`src/assert_macros.svh`:
```
// assertion helpers, clocked on clk and held off during rst
`ifndef ASSERT_MACROS_SVH
`define ASSERT_MACROS_SVH

// same-cycle implication
`define ASSERT_IMPLIES(label, ante, cons, msg) \
  label: assert property (@(posedge clk) disable iff (rst) (ante) |-> (cons)) \
    else $error(msg);

// next-cycle implication
`define ASSERT_NEXT(label, ante, cons, msg) \
  label: assert property (@(posedge clk) disable iff (rst) (ante) |=> (cons)) \
    else $error(msg);

`endif

```
`src/cst_pkg.sv`:
```
package cst_pkg;

  localparam int MAX_AM_DEF    = 6;
  localparam int MAX_COEFS_DEF = 128;

  localparam logic [63:0] FP_DNAN = 64'hFFF8_0000_0000_0000;
  localparam logic [63:0] FP_QBIT = 64'h0008_0000_0000_0000;

  typedef enum logic [1:0] {
    OP_LOADC = 2'd0,
    OP_LOADB = 2'd1,
    OP_RUN   = 2'd2,
    OP_READ  = 2'd3
  } op_t;

  typedef enum logic [2:0] {
    CFG_ROW_AM    = 3'd0,
    CFG_COL_AM    = 3'd1,
    CFG_ROW_SPH   = 3'd2,
    CFG_COL_SPH   = 3'd3,
    CFG_ROW_COUNT = 3'd4,
    CFG_COL_COUNT = 3'd5
  } cfg_idx_t;

  typedef enum logic [4:0] {
    S_IDLE, S_CCLR, S_CIDX, S_CDEC, S_CCPR, S_CCPW,
    S_RCLR, S_RIDX, S_RDEC, S_RQRD, S_RCPR, S_RCPW,
    S_MUL, S_MULW, S_ADD, S_ADDW, S_DONE
  } run_state_t;

  typedef enum logic [2:0] {
    F_IDLE, F_MUL, F_ALIGN, F_NORM, F_RND
  } fpu_state_t;

  typedef struct packed {
    logic start;
    logic add;
  } fpu_req_t;

endpackage

```
`src/cst_fpu.sv`:
```
module cst_fpu import cst_pkg::*; (
  input  logic        clk,
  input  logic        rst,
  input  fpu_req_t    req,
  input  logic [63:0] a,
  input  logic [63:0] b,
  output logic        done,
  output logic [63:0] res
);

  fpu_state_t fstate, fstate_next;

  logic               sign;
  logic               sub;
  logic signed [13:0] ex;
  logic [107:0]       mm;
  logic [52:0]        ma, mb;
  logic [52:0]        big_m, small_m;
  logic [10:0]        dshift;
  logic [105:0]       acc;
  logic [53:0]        pp;
  logic [1:0]         pp_sh;
  logic [2:0]         cnt;

  // operand decode
  logic [10:0] ea_f, eb_f, ea_n, eb_n;
  logic        a_nan, b_nan, a_inf, b_inf, a_zero, b_zero, a_big;
  logic        spec;
  logic [63:0] spec_val;

  assign ea_f   = a[62:52];
  assign eb_f   = b[62:52];
  assign ea_n   = (ea_f == 11'd0) ? 11'd1 : ea_f;
  assign eb_n   = (eb_f == 11'd0) ? 11'd1 : eb_f;
  assign a_nan  = (ea_f == 11'h7FF) && (a[51:0] != 52'd0);
  assign b_nan  = (eb_f == 11'h7FF) && (b[51:0] != 52'd0);
  assign a_inf  = (ea_f == 11'h7FF) && (a[51:0] == 52'd0);
  assign b_inf  = (eb_f == 11'h7FF) && (b[51:0] == 52'd0);
  assign a_zero = (a[62:0] == 63'd0);
  assign b_zero = (b[62:0] == 63'd0);
  assign a_big  = (a[62:0] >= b[62:0]);

  always_comb begin
    spec     = 1'b1;
    spec_val = 64'd0;
    if (a_nan) begin
      spec_val = a | FP_QBIT;
    end else if (b_nan) begin
      spec_val = b | FP_QBIT;
    end else if (!req.add) begin
      if ((a_inf && b_zero) || (b_inf && a_zero)) begin
        spec_val = FP_DNAN;
      end else if (a_inf || b_inf) begin
        spec_val = {a[63] ^ b[63], 11'h7FF, 52'd0};
      end else begin
        spec = 1'b0;
      end
    end else begin
      if (a_inf && b_inf && (a[63] != b[63])) begin
        spec_val = FP_DNAN;
      end else if (a_inf) begin
        spec_val = a;
      end else if (b_inf) begin
        spec_val = b;
      end else begin
        spec = 1'b0;
      end
    end
  end

  // partial products, 27 x 27 each
  logic [26:0]  mul_x, mul_y;
  logic [53:0]  pp_now;
  logic [105:0] pp_ext, acc_sum;

  assign mul_x  = cnt[1] ? {1'b0, ma[52:27]} : ma[26:0];
  assign mul_y  = cnt[0] ? {1'b0, mb[52:27]} : mb[26:0];
  assign pp_now = mul_x * mul_y;

  always_comb begin
    case (pp_sh)
      2'd1:    pp_ext = {25'd0, pp, 27'd0};
      2'd2:    pp_ext = {pp[51:0], 54'd0};
      default: pp_ext = {52'd0, pp};
    endcase
    acc_sum = acc + pp_ext;
  end

  // alignment with sticky for the smaller addend
  logic [107:0] afull, bfull, bsh, sum;
  logic         lost;

  always_comb begin
    afull = {1'b0, big_m, 54'd0};
    bfull = {1'b0, small_m, 54'd0};
    lost  = |(bfull & ~({108{1'b1}} << dshift));
    if (dshift >= 11'd108) begin
      bsh = {107'd0, |small_m};
    end else begin
      bsh = (bfull >> dshift) | {107'd0, lost};
    end
    sum = sub ? (afull - bsh) : (afull + bsh);
  end

  // rounding, nearest even; the add carries into the exponent field
  logic [62:0] field;
  logic        rnd_up;

  assign field  = {(mm[107] ? ex[10:0] : 11'd0), mm[106:55]};
  assign rnd_up = mm[54] & ((|mm[53:0]) | mm[55]);

  always_ff @(posedge clk) begin
    if (rst) begin
      fstate <= F_IDLE;
    end else begin
      fstate <= fstate_next;
    end
  end

  always_comb begin
    fstate_next = fstate;
    case (fstate)
      F_IDLE: begin
        if (req.start && !spec) begin
          fstate_next = req.add ? F_ALIGN : F_MUL;
        end
      end
      F_MUL: begin
        if (cnt == 3'd4) begin
          fstate_next = F_NORM;
        end
      end
      F_ALIGN: fstate_next = F_NORM;
      F_NORM: begin
        if (mm == 108'd0) begin
          fstate_next = F_IDLE;
        end else if (ex < 14'sd1) begin
          fstate_next = F_NORM;
        end else if (!mm[107] && (ex > 14'sd1)) begin
          fstate_next = F_NORM;
        end else begin
          fstate_next = F_RND;
        end
      end
      F_RND:   fstate_next = F_IDLE;
      default: fstate_next = F_IDLE;
    endcase
  end

  always_ff @(posedge clk) begin
    if (rst) begin
      done <= 1'b0;
    end else begin
      done <= 1'b0;
      case (fstate)
        F_IDLE: begin
          if (req.start) begin
            if (spec) begin
              done <= 1'b1;
              res  <= spec_val;
            end else if (!req.add) begin
              sign  <= a[63] ^ b[63];
              ma    <= {ea_f != 11'd0, a[51:0]};
              mb    <= {eb_f != 11'd0, b[51:0]};
              ex    <= $signed({3'b000, ea_n}) + $signed({3'b000, eb_n}) - 14'sd1022;
              acc   <= 106'd0;
              cnt   <= 3'd0;
              pp_sh <= 2'd0;
            end else begin
              sub <= a[63] ^ b[63];
              if (a_big) begin
                sign    <= a[63];
                big_m   <= {ea_f != 11'd0, a[51:0]};
                small_m <= {eb_f != 11'd0, b[51:0]};
                dshift  <= ea_n - eb_n;
                ex      <= $signed({3'b000, ea_n}) + 14'sd1;
              end else begin
                sign    <= b[63];
                big_m   <= {eb_f != 11'd0, b[51:0]};
                small_m <= {ea_f != 11'd0, a[51:0]};
                dshift  <= eb_n - ea_n;
                ex      <= $signed({3'b000, eb_n}) + 14'sd1;
              end
            end
          end
        end
        F_MUL: begin
          if (cnt != 3'd4) begin
            pp    <= pp_now;
            pp_sh <= {1'b0, cnt[1]} + {1'b0, cnt[0]};
          end
          if (cnt != 3'd0) begin
            acc <= acc_sum;
          end
          if (cnt == 3'd4) begin
            mm <= {acc_sum, 2'b00};
          end
          cnt <= cnt + 3'd1;
        end
        F_ALIGN: begin
          mm <= sum;
          if (sub && (sum == 108'd0)) begin
            sign <= 1'b0;
          end
        end
        F_NORM: begin
          if (mm == 108'd0) begin
            done <= 1'b1;
            res  <= {sign, 63'd0};
          end else if (ex < 14'sd1) begin
            if (ex < -14'sd110) begin
              mm <= {107'd0, 1'b1};
              ex <= 14'sd1;
            end else begin
              mm <= {1'b0, mm[107:2], mm[1] | mm[0]};
              ex <= ex + 14'sd1;
            end
          end else if (!mm[107] && (ex > 14'sd1)) begin
            mm <= {mm[106:0], 1'b0};
            ex <= ex - 14'sd1;
          end
        end
        F_RND: begin
          done <= 1'b1;
          if (ex > 14'sd2046) begin
            res <= {sign, 11'h7FF, 52'd0};
          end else begin
            res <= {sign, field + {62'd0, rnd_up}};
          end
        end
        default: ;
      endcase
    end
  end

endmodule
```
`config.mk`:
```
export PLATFORM = sky130hd
export DESIGN_NAME = cst_fpu
export DESIGN_NICKNAME = d
export VERILOG_FILES = /design/src/assert_macros.svh /design/src/cst_pkg.sv /design/src/cst_fpu.sv
export SDC_FILE = /design/constraint.sdc
export NUM_CORES = 2
export LEC_CHECK = 0
export ABC_AREA = 1
export BUFFER_PORTS_ARGS = -buffer_cell sky130_fd_sc_hd__buf_2
export CELL_PAD_IN_SITES_DETAIL_PLACEMENT = 2
export CELL_PAD_IN_SITES_GLOBAL_PLACEMENT = 2
export CORE_ASPECT_RATIO = 0.6
export CORE_MARGIN = 2
export CORE_UTILIZATION = 35
export DETAILED_ROUTE_END_ITERATION = 12
export PLACE_DENSITY = 0.79
export SKIP_LAST_GASP = 1
export SYNTH_ARGS = -nofsm -noshare
export SYNTH_HDL_FRONTEND = slang
export SYNTH_SLANG_ARGS = --single-unit
```
`constraint.sdc`:
```
create_clock -name clk -period 16.2 [get_ports clk]
set_input_delay 0.81 -clock clk [delete_from_list [all_inputs] [get_ports clk]]
set_output_delay 0.81 -clock clk [all_outputs]
set_load 0.05 [all_outputs]
```
Yosys cells after proc, flatten, opt, wreduce, memory -nomap -nowiden
Cells that the tools add are included.
{ "word_totals": {"mem_bits_ro": 0, "elab_cells": 198, "ram_bits": 0, "mem_count": 0, "inputBits": 132, "output_inout_bits": 65, "reg_bits": 580, "latch_bits": 0} }
{ "classes": {"eq_ne": 23, "n_lt_le_gt_ge": 6, "n_bitwise": 10, "div": 0, "reduce_logical": 48, "add_sub_neg": 14, "muxes": 78, "n_shift": 2, "n_mul": 1} }
{ "op_table": {"columns": ["cell", "count"], "rows": [
  ["2-to-1 mux 64 bit", 11],
  ["2-to-1 mux 108 bit", 6],
  ["2-to-1 mux 106 bit", 4],
  ["one-hot mux 106 bit (2 select lines)", 2],
  ["one-hot mux 108 bit (3 select lines)", 1],
  ["logical NOT 108 bit", 2],
  ["one-hot mux 64 bit (3 select lines)", 1],
  ["logical NOT 63 bit", 2],
  ["adder 107 x 108 -> 108 bit", 1],
  ["AND 107 x 108 -> 108 bit", 1],
  ["inverter 108 bit", 1],
  ["OR 108 x 1 -> 108 bit", 1],
  ["OR reduction 108 bit", 1],
  ["<< shifter 108 x 11 -> 108 bit (first input constant)", 1],
  [">> shifter 107 x 11 -> 108 bit", 1],
  ["subtractor 107 x 108 -> 108 bit", 1],
  ["2-to-1 mux 107 bit", 1],
  ["adder 106 bit", 1],
  ["2-to-1 mux 53 bit", 2],
  ["logical NOT 52 bit", 2],
  ["nonzero test 52 bit", 2],
  ["2-to-1 mux 14 bit", 7],
  ["adder 63 x 1 -> 63 bit", 1],
  ["greater-or-equal comparator 63 bit", 1],
  ["54 further kinds", 128]
]} }

Depth between registers and ports, before layout
{ "logic_depth": {"ltp_word": 12, "ltp_mapped": 46, "mapped_depth_nobuf": 44} }

Least setup slack after synthesis
OpenSTA, ideal clock, no wires.
{ "synth_path": {"kind": "reg2reg", "from": "register ex[0]", "to": "register mm[0] (enable)", "setup_ns": 0.839, "stages_incl_launch_ff": 11, "n_path_buf": 0, "setup_slack_ns": 3.603, "arrival_ns": 11.757, "synth_period_minus_slack_ns": 12.597, "cell_sequence": "edfxtp_1 inv_1 ha_1 nand2_1 nor2_1 nand2_1 nand2_1 nor2_1 inv_1 o22ai_1 nor4_1"} }
{ "synth_between": {"elab_chain_cells": 4, "word_cells_on_any_way": 5, "cone_classes": "order compare: 2; eq/ne: 1; reduce/logical: 2"} }
{ "synth_lines": {"columns": ["element", "line", "rtl"], "rows": [
  ["start, declared", "cst_fpu.sv:15", "logic signed [13:0] ex;"],
  ["start signal, assigned", "cst_fpu.sv:165", "ex <= $signed({3'b000, ea_n}) + $signed({3'b000, eb_n}) - 14'sd1022;"],
  ["start signal, assigned", "cst_fpu.sv:176", "ex <= $signed({3'b000, ea_n}) + 14'sd1;"],
  ["start signal, assigned", "cst_fpu.sv:182", "ex <= $signed({3'b000, eb_n}) + 14'sd1;"],
  ["> comparator 14 x 2 -> 1 bit", "cst_fpu.sv:218", "end else if (!mm[107] && (ex > 14'sd1)) begin"],
  ["logical AND 1 bit", "cst_fpu.sv:218", null],
  ["!= test 3 bit (no line) (*)", null, null],
  ["AND reduction 5 bit (no line) (*)", null, null],
  ["end signal, assigned", "cst_fpu.sv:212", "mm <= {107'd0, 1'b1};"],
  ["end signal, assigned", "cst_fpu.sv:215", "mm <= {1'b0, mm[107:2], mm[1] | mm[0]};"],
  ["end signal, assigned", "cst_fpu.sv:219", "mm <= {mm[106:0], 1'b0};"],
  ["end, declared", "cst_fpu.sv:16", "logic [107:0] mm;"]
]} }
Mark *: on every way between the ends. The rest lies on a longest branch, timed or not.
A chain may end at the register's enable or synchronous reset.

Final worst setup path
{ "layout_path": {"from": "register cnt[0]", "to": "register pp[51] (data pin)"} }
{ "layout_between": {"elab_chain_cells": 2} }
{ "layout_lines": {"columns": ["element", "line", "rtl"], "rows": [
  ["start, declared", "cst_fpu.sv:23", "logic [2:0] cnt;"],
  ["start signal, assigned", "cst_fpu.sv:198", "cnt <= cnt + 3'd1;"],
  ["2-to-1 mux 27 bit", "cst_fpu.sv:77", "assign mul_y = cnt[0] ? {1'b0, mb[52:27]} : mb[26:0];"],
  ["multiplier 27 x 27 -> 54 bit", "cst_fpu.sv:78", "assign pp_now = mul_x * mul_y;"],
  ["net pp_now[51]", "cst_fpu.sv:73", "logic [53:0] pp_now;"],
  ["end signal, assigned", "cst_fpu.sv:189", "pp <= pp_now;"],
  ["end, declared", "cst_fpu.sv:21", "logic [53:0] pp;"]
]} }
The timed path passes the listed nets, and every way through them passes these cells.

==> results.json <==
{
  "status": "completed",
  "worst_hold_path_type": "in -> reg",
  "netlist.top_cell.by_area": "edfxtp_1",
  "seq_area_frac_synth_pct": 21.8,
  "fin_skew_ns": 0.0524,
  "row_count": 135,
  "cp_max_fo": 29,
  "rsz0062_at_grt": "no",
  "min_period_over_period_pct": 61.4,
  "place_hpwl_um": 448000,
  "hold_viol_final": 0,
  "cts-root-buf": "clkbuf_16",
  "antenna_found_initial": 38,
  "die_h_um": 373,
  "die_w_um": 620,
  "gr-total-overflow": 0,
  "routed_wirelength_um": 522000,
  "initialDrtViolationCount": 13000,
  "die-area_sq_mm": 0.231,
  "synth_cells": 11200,
  "hold_buffers": 0,
  "wl_per_cell_um": 36.6,
  "syn_to_final_growth_pct": 8.40,
  "worstMarginPinSlew_ns": 1.44,
  "synthTopCellsByArea": "edfxtp_1 22%, fa_1 16%, nand2_1 12%",
  "start_util_pct": 35.2,
  "timing.slew.headroom_pct": 3.64,
  "hold_depth": 1,
  "grt_pass1_vias": 87600,
  "drive_above_1_share_pct": 6.58,
  "numCtsBuffers": 68,
  "reg2reg_slack_ns": 6.25,
  "clockBufferDepth": 3,
  "max_stage_delay_ns": 0.80,
  "critPathKind": "reg -> reg",
  "clock_sinks": 580,
  "path_delay_family": "compound AO/OA/AOI/OAI gates",
  "clock_latency_ns": 0.73,
  "rr_worst_depth": 36,
  "synthArstFlopShare_pct": 0,
  "final.min_clock_period_ns": 9.95,
  "synth_edf_count": 576,
  "synth_nets": 12500,
  "r2r_end": "pp[51]$_DFFE_PP_",
  "cts-resized-gates": 0,
  "gp_congestion": 1.13,
  "portBuffers": 196,
  "path_buf_inv": 10,
  "grt_max_degree": 87,
  "ys_warn_count": 0,
  "fmax_mhz": 100,
  "maxSlewViolCount": 0,
  "synth.avg_cell_area_sq_um": 7.09,
  "fin_nets": 12500,
  "drt_pass1_iterations": 6,
  "grt_usage_pct": 44.0,
  "crit_top_cell": "inv_1",
  "synth-main-ff-cell": "edfxtp_1",
  "drc": 0,
  "cp-end-kind": "register",
  "min_from": "b[12]",
  "synth_top_cell_area_share_pct": 21.7,
  "htree_levels": 3,
  "postRouteAntennaNets": 0,
  "ys_seq_elements": 580,
  "syn_area_sq_mm": 0.0796,
  "clk_pin_slew_worst_paths_ns": 0.07,
  "io_pins": 197,
  "timing.rr.start": "cnt[0]$_SDFFCE_PP0P_",
  "min_to": "mb[12]$_DFFE_PP_",
  "cp-start-kind": "register",
  "num_vias": 88300,
  "routed_via_density": 6.18,
  "worstPathArrival_ns": 10.39,
  "cts_tree": "done",
  "core_area_sq_mm": 0.226,
  "cp.required_ns": 16.64,
  "fin_setup_tns_ns": 0,
  "setup_viol_count_final": 0,
  "post-cts-setup-buffers": 0,
  "synth_cell_type_count": 74,
  "cp_slowest_cell": "clkinv_1",
  "grt_pass1_wl_um": 713000,
  "max_cap_violations": 0
}
[cell type report]
class / instances / area [sq um]
clock buffer: 79 / 1740
sequential: 580 / 17400
timing repair buffer: 376 / 2340
clock inverter: 44 / 548
tap: 3014 / 3770
fill: 26800 / 140000
inverter: 1991 / 7480
multi-input combinational: 8187 / 53000
antenna: 19 / 47.5
[metrics by stage]
stage	std cells	cell area, sq um	util (%)	hold WS, ns	worst slack, ns
2_1_floorplan	11200	79600	-	0.496	3.60
3_3_place_gp	14100	83900	37.2	0.570	6.89
3_5_place_dp	14100	83900	37.2	0.563	6.50
4_1_cts	14300	86200	38.2	0.325	6.45
5_1_grt	14300	86200	38.2	0.339	5.76
6_report	14300	86300	38.2	0.363	6.25
[cells in the final DEF (no fill, tap or decap), types with 75 or more instances in the layout]
cell type	synthesis	final
buf_2	66	196
nor2_1	1162	1151
buf_4	10	179
o21ai_0	556	514
inv_1	1936	1933
xor2_1	126	126
nand4_1	171	171
nand2_1	2469	2467
edfxtp_1	576	576
fa_1	629	629
o211ai_1	86	86
a21oi_1	641	641
o21ai_1	56	87
or2_2	78	78
a31oi_1	84	83
ha_1	518	518
nor3_1	95	91
xnor2_1	75	75
nand3_1	840	839
nor4_1	92	90
[logic make-up after synthesis]
kind of cell / synth area share (%)
xor+xnor: 2.21
buf+inv: 11.8
compound gates: 12.9
simple gates: 27.2
fa+ha+maj: 24.0
mux: 0.0629
flops: 21.8
[Yosys cell counts (66+ instances only)]
library cell     n
a21oi_1        641
a31oi_1         84
buf_2           66
clkbuf_1       338
edfxtp_1       576
fa_1           629
ha_1           518
inv_1         1936
nand2_1       2469
nand3_1        840
nand4_1        171
nor2_1        1162
nor3_1          95
nor4_1          92
o211ai_1        86
o21ai_0        556
or2_2           78
xnor2_1         75
xor2_1         126
[flip-flops by register name, summed over array words and instances (netlist names)]
signal,flops
fstate,3
sign,1
pp,54
acc,106
small_m,53
sub,1
big_m,53
res,64
cnt,3
mb,53
ma,53
ex,14
done,1
dshift,11
mm,108
pp_sh,2
[per-layer routing]
| metal | track usage [%] | up-vias | part of all wire [%] |
|---|---|---|---|
| li1 | - | 36300 | - |
| met1 | 66.9 | 46000 | 45 |
| met2 | 54.1 | 5340 | 36 |
| met3 | 19.5 | 569 | 16 |
| met4 | 11.9 | 30 | 3.2 |
| met5 | 0.434 | - | 0.067 |
[how the worst max path moves through the flow]
stage	start	endpoint	slack, ns	depth (start not counted)
floorplan	ex[0]$_DFFE_PP_	mm[0]$_DFFE_PP_	3.60	10
global placement	cnt[0]$_SDFFCE_PP0P_	pp[47]$_DFFE_PP_	6.89	32
detailed placement	cnt[0]$_SDFFCE_PP0P_	pp[51]$_DFFE_PP_	6.50	36
CTS	cnt[0]$_SDFFCE_PP0P_	pp[51]$_DFFE_PP_	6.45	36
global route	cnt[0]$_SDFFCE_PP0P_	pp[51]$_DFFE_PP_	5.76	36
finish	cnt[0]$_SDFFCE_PP0P_	pp[51]$_DFFE_PP_	6.25	36
Power is not shown: default switching activity piles up to over one toggle a cycle in this logic, so the estimate is an artifact.
